===== config.mk =====
export PLATFORM = sky130hd
export DESIGN_NAME = cpu6502_execute_unit
export DESIGN_NICKNAME = d
export VERILOG_FILES = /design/src/design/cpu65_pkg.sv /design/src/design/cpu65_front.sv /design/src/design/cpu65_fifo.sv /design/src/design/cpu65_back.sv /design/src/design/cpu6502_execute_unit.sv
export SDC_FILE = /design/constraint.sdc
export NUM_CORES = 2
export LEC_CHECK = 0
export BUFFER_PORTS_ARGS = -buffer_cell sky130_fd_sc_hd__buf_4
export CAP_MARGIN = 5
export CORE_ASPECT_RATIO = 0.7
export CORE_MARGIN = 2
export CORE_UTILIZATION = 49
export DETAILED_ROUTE_END_ITERATION = 6
export GPL_TIMING_DRIVEN = 0
export PLACE_DENSITY = 0.66
export SETUP_SLACK_MARGIN = 0.3
export SYNTH_ARGS = -nofsm -noshare
export SYNTH_HDL_FRONTEND = slang
export SYNTH_SLANG_ARGS = --single-unit

===== constraint.sdc =====
create_clock -name clk -period 14.2 [get_ports clk]
set_input_delay 2.84 -clock clk [delete_from_list [all_inputs] [get_ports clk]]
set_output_delay 2.84 -clock clk [all_outputs]
set_load 0.005 [all_outputs]

===== src/design/cpu65_pkg.sv =====
// Package with the word types, operation codes and constants of the execute unit.
`default_nettype none
package cpu65_pkg;
	localparam int STACK_DEPTH = 256;

	localparam logic [5:0] OP_ADC = 6'd0,  OP_AND = 6'd1,  OP_ASL = 6'd2,  OP_BCC = 6'd3;
	localparam logic [5:0] OP_BCS = 6'd4,  OP_BEQ = 6'd5,  OP_BIT = 6'd6,  OP_BMI = 6'd7;
	localparam logic [5:0] OP_BNE = 6'd8,  OP_BPL = 6'd9,  OP_BRK = 6'd10, OP_BVC = 6'd11;
	localparam logic [5:0] OP_BVS = 6'd12, OP_CLC = 6'd13, OP_CLD = 6'd14, OP_CLI = 6'd15;
	localparam logic [5:0] OP_CLV = 6'd16, OP_CMP = 6'd17, OP_CPX = 6'd18, OP_CPY = 6'd19;
	localparam logic [5:0] OP_DEC = 6'd20, OP_DEX = 6'd21, OP_DEY = 6'd22, OP_EOR = 6'd23;
	localparam logic [5:0] OP_INC = 6'd24, OP_INX = 6'd25, OP_INY = 6'd26, OP_JMP = 6'd27;
	localparam logic [5:0] OP_JSR = 6'd28, OP_LDA = 6'd29, OP_LDX = 6'd30, OP_LDY = 6'd31;
	localparam logic [5:0] OP_LSR = 6'd32, OP_NOP = 6'd33, OP_ORA = 6'd34, OP_PHA = 6'd35;
	localparam logic [5:0] OP_PHP = 6'd36, OP_PLA = 6'd37, OP_PLP = 6'd38, OP_ROL = 6'd39;
	localparam logic [5:0] OP_ROR = 6'd40, OP_RTI = 6'd41, OP_RTS = 6'd42, OP_SBC = 6'd43;
	localparam logic [5:0] OP_SEC = 6'd44, OP_SED = 6'd45, OP_SEI = 6'd46, OP_STA = 6'd47;
	localparam logic [5:0] OP_STX = 6'd48, OP_STY = 6'd49, OP_TAX = 6'd50, OP_TAY = 6'd51;
	localparam logic [5:0] OP_TSX = 6'd52, OP_TXA = 6'd53, OP_TXS = 6'd54, OP_TYA = 6'd55;
	localparam logic [5:0] OP_LAX = 6'd56, OP_SAX = 6'd57, OP_ISBC = 6'd58;

	localparam int FL_C = 0;
	localparam int FL_Z = 1;
	localparam int FL_I = 2;
	localparam int FL_D = 3;
	localparam int FL_B = 4;
	localparam int FL_R = 5;
	localparam int FL_V = 6;
	localparam int FL_N = 7;

	localparam logic [1:0] CFG_DECIMAL = 2'd0;
	localparam logic [1:0] CFG_IRQ_VEC = 2'd1;
	localparam logic [1:0] CFG_NMI_VEC = 2'd2;

	localparam logic [7:0]  SP_RESET = 8'hFD;
	localparam logic [7:0]  P_RESET = 8'h24;
	localparam logic [15:0] IRQ_VEC_RESET = 16'hFFFE;
	localparam logic [15:0] NMI_VEC_RESET = 16'hFFFA;

	typedef struct packed {
		logic [5:0]  operation;
		logic        acc_mode;
		logic [7:0]  operand;
		logic [15:0] eff_address;
		logic [1:0]  instr_length;
		logic        irq_pending;
		logic        nmi_pending;
	} in_t;

	typedef struct packed {
		logic        mem_write;
		logic [15:0] write_address;
		logic [7:0]  write_data;
		logic [15:0] next_pc;
		logic [7:0]  acc_out;
		logic [7:0]  index_x_out;
		logic [7:0]  index_y_out;
		logic [7:0]  stack_ptr_out;
		logic [7:0]  status_out;
		logic        extra_cycle;
	} out_t;

	typedef struct packed {
		in_t        instr;
		logic [1:0] n_push;
		logic [1:0] n_pull;
	} dec_t;
endpackage
`default_nettype wire


===== src/design/cpu65_front.sv =====
// Front part: classifies each instruction word by its stack traffic.
`default_nettype none
module cpu65_front (
	input  wire cpu65_pkg::in_t  instr,
	output cpu65_pkg::dec_t      dec
);
	always_comb begin
		dec.instr = instr;
		dec.n_push = 2'd0;
		dec.n_pull = 2'd0;
		case (instr.operation)
			cpu65_pkg::OP_BRK: begin
				dec.n_push = 2'd3;
			end
			cpu65_pkg::OP_JSR: begin
				dec.n_push = 2'd2;
			end
			cpu65_pkg::OP_PHA, cpu65_pkg::OP_PHP: begin
				dec.n_push = 2'd1;
			end
			cpu65_pkg::OP_RTI: begin
				dec.n_pull = 2'd3;
			end
			cpu65_pkg::OP_RTS: begin
				dec.n_pull = 2'd2;
			end
			cpu65_pkg::OP_PLA, cpu65_pkg::OP_PLP: begin
				dec.n_pull = 2'd1;
			end
			default: begin
				dec.n_push = 2'd0;
			end
		endcase
	end
endmodule
`default_nettype wire


===== src/design/cpu65_fifo.sv =====
// Two-entry queue of classified instructions between the front and back parts.
`default_nettype none
module cpu65_fifo (
	input  wire                   clk,
	input  wire                   arst_n,
	input  wire                   push,
	input  wire cpu65_pkg::dec_t  push_data,
	output logic                  full,
	output logic                  head_valid,
	output cpu65_pkg::dec_t       head,
	input  wire                   pop
);
	cpu65_pkg::dec_t entry_q [2];
	logic            wr_ptr_q;
	logic            rd_ptr_q;
	logic [1:0]      count_q;

	assign full = (count_q == 2'd2);
	assign head_valid = (count_q != 2'd0);
	assign head = entry_q[rd_ptr_q];

	always_ff @(posedge clk) begin
		if (push) begin
			entry_q[wr_ptr_q] <= push_data;
		end
	end

	always_ff @(posedge clk or negedge arst_n) begin
		if (!arst_n) begin
			wr_ptr_q <= 1'b0;
			rd_ptr_q <= 1'b0;
			count_q <= 2'd0;
		end else begin
			if (push) begin
				wr_ptr_q <= ~wr_ptr_q;
			end
			if (pop) begin
				rd_ptr_q <= ~rd_ptr_q;
			end
			count_q <= count_q + {1'b0, push} - {1'b0, pop};
		end
	end
endmodule
`default_nettype wire


===== src/design/cpu65_back.sv =====
// Back part: register file, stack page store, ALU and result register.
`default_nettype none
module cpu65_back #(
	parameter int STACK_DEPTH = cpu65_pkg::STACK_DEPTH
) (
	input  wire                   clk,
	input  wire                   arst_n,
	input  wire                   head_valid,
	input  wire cpu65_pkg::dec_t  head,
	output logic                  pop,
	input  wire                   decimal_enable,
	input  wire [15:0]            irq_vector,
	input  wire [15:0]            nmi_vector,
	output logic                  result_valid,
	input  wire                   result_stall,
	output cpu65_pkg::out_t       result
);
	localparam int AW = $clog2(STACK_DEPTH);

	logic [7:0]  a_q, x_q, y_q, sp_q, p_q;
	logic [15:0] pc_q;
	logic [1:0]  step_q;
	logic [7:0]  pull0_q, pull1_q, rd_q;
	logic [7:0]  stack_mem [STACK_DEPTH];
	logic [STACK_DEPTH-1:0] vld_q;
	cpu65_pkg::out_t out_q;
	logic        out_valid_q;

	cpu65_pkg::in_t it;
	logic [1:0]  last_idx;
	logic        fire, do_wr, do_rd;
	logic [7:0]  waddr8, raddr8, wbyte;
	logic [AW-1:0] waddr, raddr;
	logic [7:0]  pb0, pb1, pb2;
	logic        intr;
	logic [15:0] ret;
	cpu65_pkg::out_t res;
	logic [7:0]  na, nx, ny, nsp, np, v, m, sh;
	logic [15:0] npc;
	logic        wr, taken, c_in;
	logic [9:0]  at;
	logic [10:0] st;
	logic [4:0]  lo_sum;
	logic signed [5:0] lo_diff;
	logic [8:0]  cd;

	assign it = head.instr;
	assign last_idx = (head.n_pull > ((head.n_push == 2'd0) ? 2'd0 : head.n_push - 2'd1))
		? head.n_pull : ((head.n_push == 2'd0) ? 2'd0 : head.n_push - 2'd1);
	assign fire = head_valid && (step_q == last_idx) && (!out_valid_q || !result_stall);
	assign pop = fire;
	assign do_wr = head_valid && (step_q < head.n_push);
	assign do_rd = head_valid && (step_q < head.n_pull);
	assign waddr8 = sp_q - {6'd0, step_q};
	assign raddr8 = sp_q + 8'd1 + {6'd0, step_q};
	assign waddr = waddr8[AW-1:0];
	assign raddr = raddr8[AW-1:0];

	assign intr = it.irq_pending || it.nmi_pending;
	assign ret = pc_q + ((it.operation == cpu65_pkg::OP_BRK && intr) ? 16'd0 : 16'd2);

	always_comb begin
		wbyte = ret[15:8];
		case (it.operation)
			cpu65_pkg::OP_PHA: begin
				wbyte = a_q;
			end
			cpu65_pkg::OP_PHP: begin
				wbyte = p_q | 8'h10;
			end
			default: begin
				case (step_q)
					2'd0: wbyte = ret[15:8];
					2'd1: wbyte = ret[7:0];
					default: wbyte = intr ? p_q : (p_q | 8'h10);
				endcase
			end
		endcase
	end

	always_ff @(posedge clk) begin
		if (do_wr) begin
			stack_mem[waddr] <= wbyte;
		end
		if (do_rd) begin
			rd_q <= vld_q[raddr] ? stack_mem[raddr] : 8'd0;
		end
		if (head_valid && step_q == 2'd1) begin
			pull0_q <= rd_q;
		end
		if (head_valid && step_q == 2'd2) begin
			pull1_q <= rd_q;
		end
		if (fire) begin
			out_q <= res;
		end
	end

	assign pb0 = (step_q == 2'd1) ? rd_q : pull0_q;
	assign pb1 = (step_q == 2'd2) ? rd_q : pull1_q;
	assign pb2 = rd_q;

	always_comb begin
		m = it.operand;
		na = a_q;
		nx = x_q;
		ny = y_q;
		np = p_q;
		nsp = sp_q - {6'd0, head.n_push} + {6'd0, head.n_pull};
		npc = pc_q + {14'd0, it.instr_length};
		wr = 1'b0;
		v = 8'd0;
		taken = 1'b0;
		c_in = p_q[cpu65_pkg::FL_C];
		sh = it.acc_mode ? a_q : m;
		at = 10'd0;
		st = 11'd0;
		lo_sum = 5'd0;
		lo_diff = 6'sd0;
		cd = 9'd0;
		case (it.operation)
			cpu65_pkg::OP_ADC: begin
				at = {2'b0, a_q} + {2'b0, m} + {9'd0, c_in};
				np[cpu65_pkg::FL_Z] = (at[7:0] == 8'd0);
				lo_sum = {1'b0, a_q[3:0]} + {1'b0, m[3:0]} + {4'd0, c_in};
				if (decimal_enable && p_q[cpu65_pkg::FL_D]) begin
					if (lo_sum > 5'd9) begin
						at = at + 10'd6;
					end
					np[cpu65_pkg::FL_N] = at[7];
					np[cpu65_pkg::FL_V] = ~(a_q[7] ^ m[7]) & (a_q[7] ^ at[7]);
					if (at > 10'h99) begin
						at = at + 10'd96;
					end
					np[cpu65_pkg::FL_C] = (at > 10'h99);
				end else begin
					np[cpu65_pkg::FL_N] = at[7];
					np[cpu65_pkg::FL_V] = ~(a_q[7] ^ m[7]) & (a_q[7] ^ at[7]);
					np[cpu65_pkg::FL_C] = at[8];
				end
				na = at[7:0];
			end
			cpu65_pkg::OP_SBC, cpu65_pkg::OP_ISBC: begin
				st = {3'b0, a_q} - {3'b0, m} - {10'd0, ~c_in};
				np[cpu65_pkg::FL_N] = st[7];
				np[cpu65_pkg::FL_Z] = (st[7:0] == 8'd0);
				np[cpu65_pkg::FL_V] = (a_q[7] ^ st[7]) & (a_q[7] ^ m[7]);
				if (it.operation == cpu65_pkg::OP_SBC && decimal_enable
					&& p_q[cpu65_pkg::FL_D]) begin
					lo_diff = $signed({2'b0, a_q[3:0]}) - $signed({5'b0, ~c_in});
					if (lo_diff < $signed({2'b0, m[3:0]})) begin
						st = st - 11'd6;
					end
					if (st[10] || st[9:0] > 10'h99) begin
						st = st - 11'h60;
					end
				end
				np[cpu65_pkg::FL_C] = ~st[10] && (st[9:8] == 2'b00);
				na = st[7:0];
			end
			cpu65_pkg::OP_AND: begin
				na = a_q & m;
				np[cpu65_pkg::FL_N] = na[7];
				np[cpu65_pkg::FL_Z] = (na == 8'd0);
			end
			cpu65_pkg::OP_ORA: begin
				na = a_q | m;
				np[cpu65_pkg::FL_N] = na[7];
				np[cpu65_pkg::FL_Z] = (na == 8'd0);
			end
			cpu65_pkg::OP_EOR: begin
				na = a_q ^ m;
				np[cpu65_pkg::FL_N] = na[7];
				np[cpu65_pkg::FL_Z] = (na == 8'd0);
			end
			cpu65_pkg::OP_ASL, cpu65_pkg::OP_LSR, cpu65_pkg::OP_ROL, cpu65_pkg::OP_ROR: begin
				case (it.operation)
					cpu65_pkg::OP_ASL: begin
						v = {sh[6:0], 1'b0};
						np[cpu65_pkg::FL_C] = sh[7];
					end
					cpu65_pkg::OP_ROL: begin
						v = {sh[6:0], c_in};
						np[cpu65_pkg::FL_C] = sh[7];
					end
					cpu65_pkg::OP_LSR: begin
						v = {1'b0, sh[7:1]};
						np[cpu65_pkg::FL_C] = sh[0];
					end
					default: begin
						v = {c_in, sh[7:1]};
						np[cpu65_pkg::FL_C] = sh[0];
					end
				endcase
				np[cpu65_pkg::FL_N] = v[7];
				np[cpu65_pkg::FL_Z] = (v == 8'd0);
				if (it.acc_mode) begin
					na = v;
				end else begin
					wr = 1'b1;
				end
			end
			cpu65_pkg::OP_BCC: taken = ~p_q[cpu65_pkg::FL_C];
			cpu65_pkg::OP_BCS: taken = p_q[cpu65_pkg::FL_C];
			cpu65_pkg::OP_BEQ: taken = p_q[cpu65_pkg::FL_Z];
			cpu65_pkg::OP_BNE: taken = ~p_q[cpu65_pkg::FL_Z];
			cpu65_pkg::OP_BMI: taken = p_q[cpu65_pkg::FL_N];
			cpu65_pkg::OP_BPL: taken = ~p_q[cpu65_pkg::FL_N];
			cpu65_pkg::OP_BVS: taken = p_q[cpu65_pkg::FL_V];
			cpu65_pkg::OP_BVC: taken = ~p_q[cpu65_pkg::FL_V];
			cpu65_pkg::OP_BIT: begin
				np[cpu65_pkg::FL_N] = m[7];
				np[cpu65_pkg::FL_V] = m[6];
				np[cpu65_pkg::FL_Z] = ((m & a_q) == 8'd0);
			end
			cpu65_pkg::OP_BRK: begin
				np[cpu65_pkg::FL_I] = 1'b1;
				npc = it.nmi_pending ? nmi_vector : irq_vector;
			end
			cpu65_pkg::OP_CLC: np[cpu65_pkg::FL_C] = 1'b0;
			cpu65_pkg::OP_CLD: np[cpu65_pkg::FL_D] = 1'b0;
			cpu65_pkg::OP_CLI: np[cpu65_pkg::FL_I] = 1'b0;
			cpu65_pkg::OP_CLV: np[cpu65_pkg::FL_V] = 1'b0;
			cpu65_pkg::OP_SEC: np[cpu65_pkg::FL_C] = 1'b1;
			cpu65_pkg::OP_SED: np[cpu65_pkg::FL_D] = 1'b1;
			cpu65_pkg::OP_SEI: np[cpu65_pkg::FL_I] = 1'b1;
			cpu65_pkg::OP_CMP, cpu65_pkg::OP_CPX, cpu65_pkg::OP_CPY: begin
				case (it.operation)
					cpu65_pkg::OP_CMP: cd = {1'b0, a_q} - {1'b0, m};
					cpu65_pkg::OP_CPX: cd = {1'b0, x_q} - {1'b0, m};
					default: cd = {1'b0, y_q} - {1'b0, m};
				endcase
				np[cpu65_pkg::FL_C] = ~cd[8];
				np[cpu65_pkg::FL_N] = cd[7];
				np[cpu65_pkg::FL_Z] = (cd == 9'd0);
			end
			cpu65_pkg::OP_DEC, cpu65_pkg::OP_INC: begin
				v = (it.operation == cpu65_pkg::OP_DEC) ? m - 8'd1 : m + 8'd1;
				np[cpu65_pkg::FL_N] = v[7];
				np[cpu65_pkg::FL_Z] = (v == 8'd0);
				wr = 1'b1;
			end
			cpu65_pkg::OP_DEX, cpu65_pkg::OP_INX, cpu65_pkg::OP_LDX, cpu65_pkg::OP_TAX,
			cpu65_pkg::OP_TSX: begin
				case (it.operation)
					cpu65_pkg::OP_DEX: nx = x_q - 8'd1;
					cpu65_pkg::OP_INX: nx = x_q + 8'd1;
					cpu65_pkg::OP_LDX: nx = m;
					cpu65_pkg::OP_TAX: nx = a_q;
					default: nx = sp_q;
				endcase
				np[cpu65_pkg::FL_N] = nx[7];
				np[cpu65_pkg::FL_Z] = (nx == 8'd0);
			end
			cpu65_pkg::OP_DEY, cpu65_pkg::OP_INY, cpu65_pkg::OP_LDY, cpu65_pkg::OP_TAY: begin
				case (it.operation)
					cpu65_pkg::OP_DEY: ny = y_q - 8'd1;
					cpu65_pkg::OP_INY: ny = y_q + 8'd1;
					cpu65_pkg::OP_LDY: ny = m;
					default: ny = a_q;
				endcase
				np[cpu65_pkg::FL_N] = ny[7];
				np[cpu65_pkg::FL_Z] = (ny == 8'd0);
			end
			cpu65_pkg::OP_LDA, cpu65_pkg::OP_TXA, cpu65_pkg::OP_TYA, cpu65_pkg::OP_PLA,
			cpu65_pkg::OP_LAX: begin
				case (it.operation)
					cpu65_pkg::OP_TXA: na = x_q;
					cpu65_pkg::OP_TYA: na = y_q;
					cpu65_pkg::OP_PLA: na = pb0;
					default: na = m;
				endcase
				if (it.operation == cpu65_pkg::OP_LAX) begin
					nx = m;
				end
				np[cpu65_pkg::FL_N] = na[7];
				np[cpu65_pkg::FL_Z] = (na == 8'd0);
			end
			cpu65_pkg::OP_JMP, cpu65_pkg::OP_JSR: npc = it.eff_address;
			cpu65_pkg::OP_PLP: np = (pb0 & 8'hEF) | 8'h20;
			cpu65_pkg::OP_RTI: begin
				np = pb0 | 8'h20;
				npc = {pb2, pb1};
			end
			cpu65_pkg::OP_RTS: npc = {pb1, pb0} + 16'd1;
			cpu65_pkg::OP_STA: begin
				wr = 1'b1;
				v = a_q;
			end
			cpu65_pkg::OP_STX: begin
				wr = 1'b1;
				v = x_q;
			end
			cpu65_pkg::OP_STY: begin
				wr = 1'b1;
				v = y_q;
			end
			cpu65_pkg::OP_SAX: begin
				wr = 1'b1;
				v = a_q & x_q;
			end
			cpu65_pkg::OP_TXS: nsp = x_q;
			default: begin
				wr = 1'b0;
			end
		endcase
		res.extra_cycle = 1'b0;
		if (taken) begin
			res.extra_cycle = (pc_q[15:8] != it.eff_address[15:8]);
			npc = it.eff_address + {14'd0, it.instr_length};
		end
		res.mem_write = wr;
		res.write_address = wr ? it.eff_address : 16'd0;
		res.write_data = wr ? v : 8'd0;
		res.next_pc = npc;
		res.acc_out = na;
		res.index_x_out = nx;
		res.index_y_out = ny;
		res.stack_ptr_out = nsp;
		res.status_out = np;
	end

	always_ff @(posedge clk or negedge arst_n) begin
		if (!arst_n) begin
			a_q <= 8'd0;
			x_q <= 8'd0;
			y_q <= 8'd0;
			sp_q <= cpu65_pkg::SP_RESET;
			p_q <= cpu65_pkg::P_RESET;
			pc_q <= 16'd0;
			step_q <= 2'd0;
			vld_q <= '0;
			out_valid_q <= 1'b0;
		end else begin
			if (do_wr) begin
				vld_q[waddr] <= 1'b1;
			end
			if (fire) begin
				a_q <= res.acc_out;
				x_q <= res.index_x_out;
				y_q <= res.index_y_out;
				sp_q <= res.stack_ptr_out;
				p_q <= res.status_out;
				pc_q <= res.next_pc;
				step_q <= 2'd0;
				out_valid_q <= 1'b1;
			end else begin
				if (head_valid && step_q != last_idx) begin
					step_q <= step_q + 2'd1;
				end
				if (!result_stall) begin
					out_valid_q <= 1'b0;
				end
			end
		end
	end

	assign result_valid = out_valid_q;
	assign result = out_q;
endmodule
`default_nettype wire


===== src/design/cpu6502_execute_unit.sv =====
// Top level of the 6502 execute unit: configuration registers and part wiring.
//  Channel   Direction  Handshake                  Word
//  instr     in         instr_valid / instr_stall  cpu65_pkg::in_t
//  result    out        result_valid / result_stall cpu65_pkg::out_t
//  cfg       in         cfg_valid / cfg_ready      cfg_index, cfg_data
// PLA, PLP, JSR, RTS, BRK and RTI step through the stack store, which moves one byte per
// step; PHA, PHP and the other instructions do not wait on it in the back part.
// Reset sets the registers to their reset values and clears the valid bits of the stack page at once.
// A two-word queue takes in up to two input words while the result word is stalled.
`default_nettype none
module cpu6502_execute_unit #(
	parameter int STACK_DEPTH = cpu65_pkg::STACK_DEPTH
) (
	input  wire                   clk,
	input  wire                   arst_n,
	input  wire                   instr_valid,
	output logic                  instr_stall,
	input  wire cpu65_pkg::in_t   instr,
	output logic                  result_valid,
	input  wire                   result_stall,
	output cpu65_pkg::out_t       result,
	input  wire                   cfg_valid,
	output logic                  cfg_ready,
	input  wire [1:0]             cfg_index,
	input  wire [15:0]            cfg_data
);
	logic            decimal_q;
	logic [15:0]     irq_vec_q, nmi_vec_q;
	cpu65_pkg::dec_t dec, head;
	logic            full, head_valid, pop;

	assign cfg_ready = 1'b1;
	assign instr_stall = full;

	always_ff @(posedge clk or negedge arst_n) begin
		if (!arst_n) begin
			decimal_q <= 1'b1;
			irq_vec_q <= cpu65_pkg::IRQ_VEC_RESET;
			nmi_vec_q <= cpu65_pkg::NMI_VEC_RESET;
		end else if (cfg_valid && cfg_ready) begin
			case (cfg_index)
				cpu65_pkg::CFG_DECIMAL: decimal_q <= cfg_data[0];
				cpu65_pkg::CFG_IRQ_VEC: irq_vec_q <= cfg_data;
				cpu65_pkg::CFG_NMI_VEC: nmi_vec_q <= cfg_data;
				default: begin
					decimal_q <= decimal_q;
				end
			endcase
		end
	end

	cpu65_front u_front (
		.instr (instr),
		.dec   (dec)
	);

	cpu65_fifo u_fifo (
		.clk        (clk),
		.arst_n     (arst_n),
		.push       (instr_valid && !full),
		.push_data  (dec),
		.full       (full),
		.head_valid (head_valid),
		.head       (head),
		.pop        (pop)
	);

	cpu65_back #(
		.STACK_DEPTH (STACK_DEPTH)
	) u_back (
		.clk            (clk),
		.arst_n         (arst_n),
		.head_valid     (head_valid),
		.head           (head),
		.pop            (pop),
		.decimal_enable (decimal_q),
		.irq_vector     (irq_vec_q),
		.nmi_vector     (nmi_vec_q),
		.result_valid   (result_valid),
		.result_stall   (result_stall),
		.result         (result)
	);
endmodule
`default_nettype wire


==> metrics.csv <==
stage,metric,value,unit
drt,Antenna Nets Post-Route,0,
final_layout,"commonest non-fill, non-tap cell in the layout",edfxtp_1,
worst_setup_path,CP bufs+invs,5,
worst_setup_path,r2r endpoint,u_back.pb2[2],
worst_setup_path,max incr delay on CP,1.19,ns
worst_setup_path,CP startpoint kind,flip-flop,
final_layout,design area,124000,sq um
drt,Via density,6.55,
placement,dpl cells,9151,
die,die area,227000,sq um
final_layout,Final #Nets,6622,
outcome,status,finished with violations,
timing,Period minus WS final,7.78,ns
drt,DRC,0,
placement,pre-CTS WS,6.79,ns
die,row cnt,145,
final_layout,area of the multi-input gates,32000,sq um
clock_network,CTS clock-pin slew for the worst setup and hold paths,0.07,ns
clock_network,post-CTS setup buffers,0,
clock_network,clock root cell,clkbuf_16,
synthesis,Synth top area share,61.2,%
run,maxcap violations,3,
worst_setup_path,reg2reg path depth,12,
final_layout,Area Overhead vs Synth,13.2,%
placement,GP Congestion,0.986,
timing,Final Cycle Share,54.8,%
drt,DR pass1 iterations,6,
synthesis,register area share after synthesis,69.3,%
synthesis,Yosys top cell by area,edfxtp_1,
final_layout,FF+latch area,75900,sq um
synthesis,Seq cells post-synth,2584,
timing,worst-margin pin slew,1.53,ns
clock_network,clk_lat worst skew,0.90,ns
drt,final WL,332,mm
outcome,failing checks,"capacitance limit, slew limit",
worst_setup_path,slowest library cell on the worst path,clkbuf_1,
global_routing,GRT Total Usage,29.1,%
clock_network,maximum clock insertion buffer count,4,
synthesis,Syn Nets,6143,
timing,Slew HR,-2.38,%
timing,"Hold Vio Cnt, Final",0,
worst_hold_path,Min-Delay Path Depth,1,
drt,WL per Instance,34.6,um
worst_setup_path,r2r startpoint,u_back.sp_q[0],
drt,Vias,62838,
clock_network,CTS resizes,0,
placement,Final HPWL DP,238,mm
clock_network,H-tree depth,4,
worst_setup_path,crit-path cells,inv_1 > ha_1 > fa_1 > buf_2 > buf_1 > clkbuf_1 > clkbuf_1 > mux4_2 > mux4_2 > mux4_2 > mux2i_1 > a211oi_1,
synthesis,Syn Area/Cell,18.3,sq um
die,Core ar.,223000,sq um
synthesis,cells after synthesis,5969,
synthesis,synth warn,0,
worst_setup_path,Worst path top cell family by delay,buffers and inverters,
clock_network,clk sinks,2584,
clock_network,Hold Buf Count CTS,0,
final_layout,fillcell total,16759,
synthesis,"Top FF cell, synth",edfxtp_1,
worst_setup_path,critical path endpoint category,flip-flop,
worst_hold_path,Hold Startpoint,u_back.vld_q[2],
drt,Initial DRC Count,9782,
synthesis,dominant cells by area after synthesis,"edfxtp_1, mux4_2, dfrtp_1",
worst_setup_path,"Arr. time, crit path",8.32,ns
worst_setup_path,Reg2Reg Setup Slack,6.42,ns
final_layout,layout cells sized above 1,29.4,%
worst_setup_path,Critical Path Fanout Max,10,
worst_hold_path,Worst Hold Class,reg -> reg,
timing,Slew Limit Fails,22,
final_layout,most frequent cells in the layout,"edfxtp_1, mux4_2, nor2_1, dfrtp_1, or2_2",
worst_setup_path,Worst Path Required,14.75,ns
synthesis,"EDFF count, synth",2232,
global_routing,antenna violations before repair,23,
timing,Clock Skew,0.0528,ns
timing,fmax,0.129,GHz
die,Starting Density,49.2,%
final_layout,Final Non-Filler Cells,9595,
global_routing,grt total ovfl,0,
global_routing,first-pass GRT wire length,463,mm
clock_network,TritonCTS clock tree,done,
global_routing,vias in the first global route,59699,
die,Die Span X,569,um
worst_setup_path,crit path kind,reg -> reg,
global_routing,pin count of the biggest net entering global routing,98,
synthesis,cell area after synthesis,109000,sq um
placement,I/O Buffers,141,
timing,setup_tns,0,ns
die,DIE HEIGHT,399,um
timing,RSZ-0062 raised after global routing,false,
timing,min setup slack post-route,6.42,ns
worst_setup_path,"most used cell, CP",mux4_2,
synthesis,Async SR Flop Fraction,13.6,%
die,io pins,143,
worst_hold_path,WHS Endpoint,u_back.vld_q[2],
synthesis,count of cell types in the netlist,118,
clock_network,CTS buffer count,234,
placement,Placed Area,116000,sq um
timing,final setup vio count,0,
==> sequential cells by signal, indices dropped and copies added, names as in the netlist, 16 cells and up <==
name,count
nmi_vec_q,16
irq_vec_q,16
u_back.vld_q,256
u_back.stack_mem,2048
u_fifo.entry_q,78
u_back.result,82
u_back.pc_q,16
==> Yosys cell counts, types with 42 or more instances <==
cell type / n
edfxtp_1: 2232
or2_2: 262
a21oi_1: 117
nand2_1: 230
clkbuf_1: 161
ha_1: 103
nor2_1: 444
mux2_2: 76
buf_2: 97
inv_1: 88
o21ai_0: 99
nand3_1: 53
dfrtp_1: 313
mux2i_1: 80
nor3_1: 42
xnor2_1: 93
mux4_2: 756
==> worst register-to-register path, delay by kind of cell, from the launching register on <==
kind / cells / cell delay (ns)
AOI/OAI and AO/OA: 1 / 0.36
DFF: 1 / 0.52
buffers and inverters: 5 / 3.49
adders and majority gates: 2 / 0.74
muxes: 4 / 2.36
==> per-layer routing <==
metal  global-route usage (%)  wire [um]  vias to the layer above
li1                         -          -                    24965
met1                     45.5     144000                    33473
met2                     39.1     138000                     3884
met3                     9.77      43000                      508
met4                     6.78       8140                        8
met5                    0.481        197                        -
==> final cells by class <==
cell class / count / area share, %
sequential: 2584 / 61.2
multi-input combinational: 2995 / 25.8
clock buffer: 305 / 5.11
tap: 2940 / 2.97
timing repair buffer: 243 / 2.34
buffer: 300 / 1.18
clock inverter: 123 / 1.07
inverter: 90 / 0.273
antenna: 15 / 0.0303
==> metrics by stage <==
stage / hold slack [ns] / utilization, %
final: 0.464 / 55.7
after global routing: 0.473 / 55.7
after CTS: 0.464 / 55.6
after detailed placement: 0.447 / 52.2
after global placement: 0.443 / 51.3
after floorplan: 0.434 / -
==> cell families after synthesis <==
logic type | share of synthesized area, %
simple gates | 5.61
mux | 17.1
buf+inv | 1.62
compound gates | 3.77
fa+ha+maj | 1.42
other cells | 0.00343
xor+xnor | 1.14
flops | 69.3
==> worst max-delay path by stage <==
stage | start | to | slack (ns) | depth (start not counted)
2_1_floorplan | u_fifo.rd_ptr_q | u_back.stack_mem[0][4] | 2.20 | 16
4_1_cts | u_fifo.rd_ptr_q | u_back.result[39] | 6.76 | 23
3_5_place_dp | u_fifo.rd_ptr_q | u_back.result[39] | 6.79 | 23
3_3_place_gp | u_fifo.rd_ptr_q | u_back.stack_mem[160][4] | -9.19 | 16
6_report | u_back.sp_q[0] | u_back.pb2[2] | 6.42 | 12
5_1_grt | u_fifo.rd_ptr_q | u_back.result[39] | 6.39 | 23
Power is left out: the tool's default activity adds up to more than one toggle a clock period on the data nets, which glitch-free logic cannot reach.
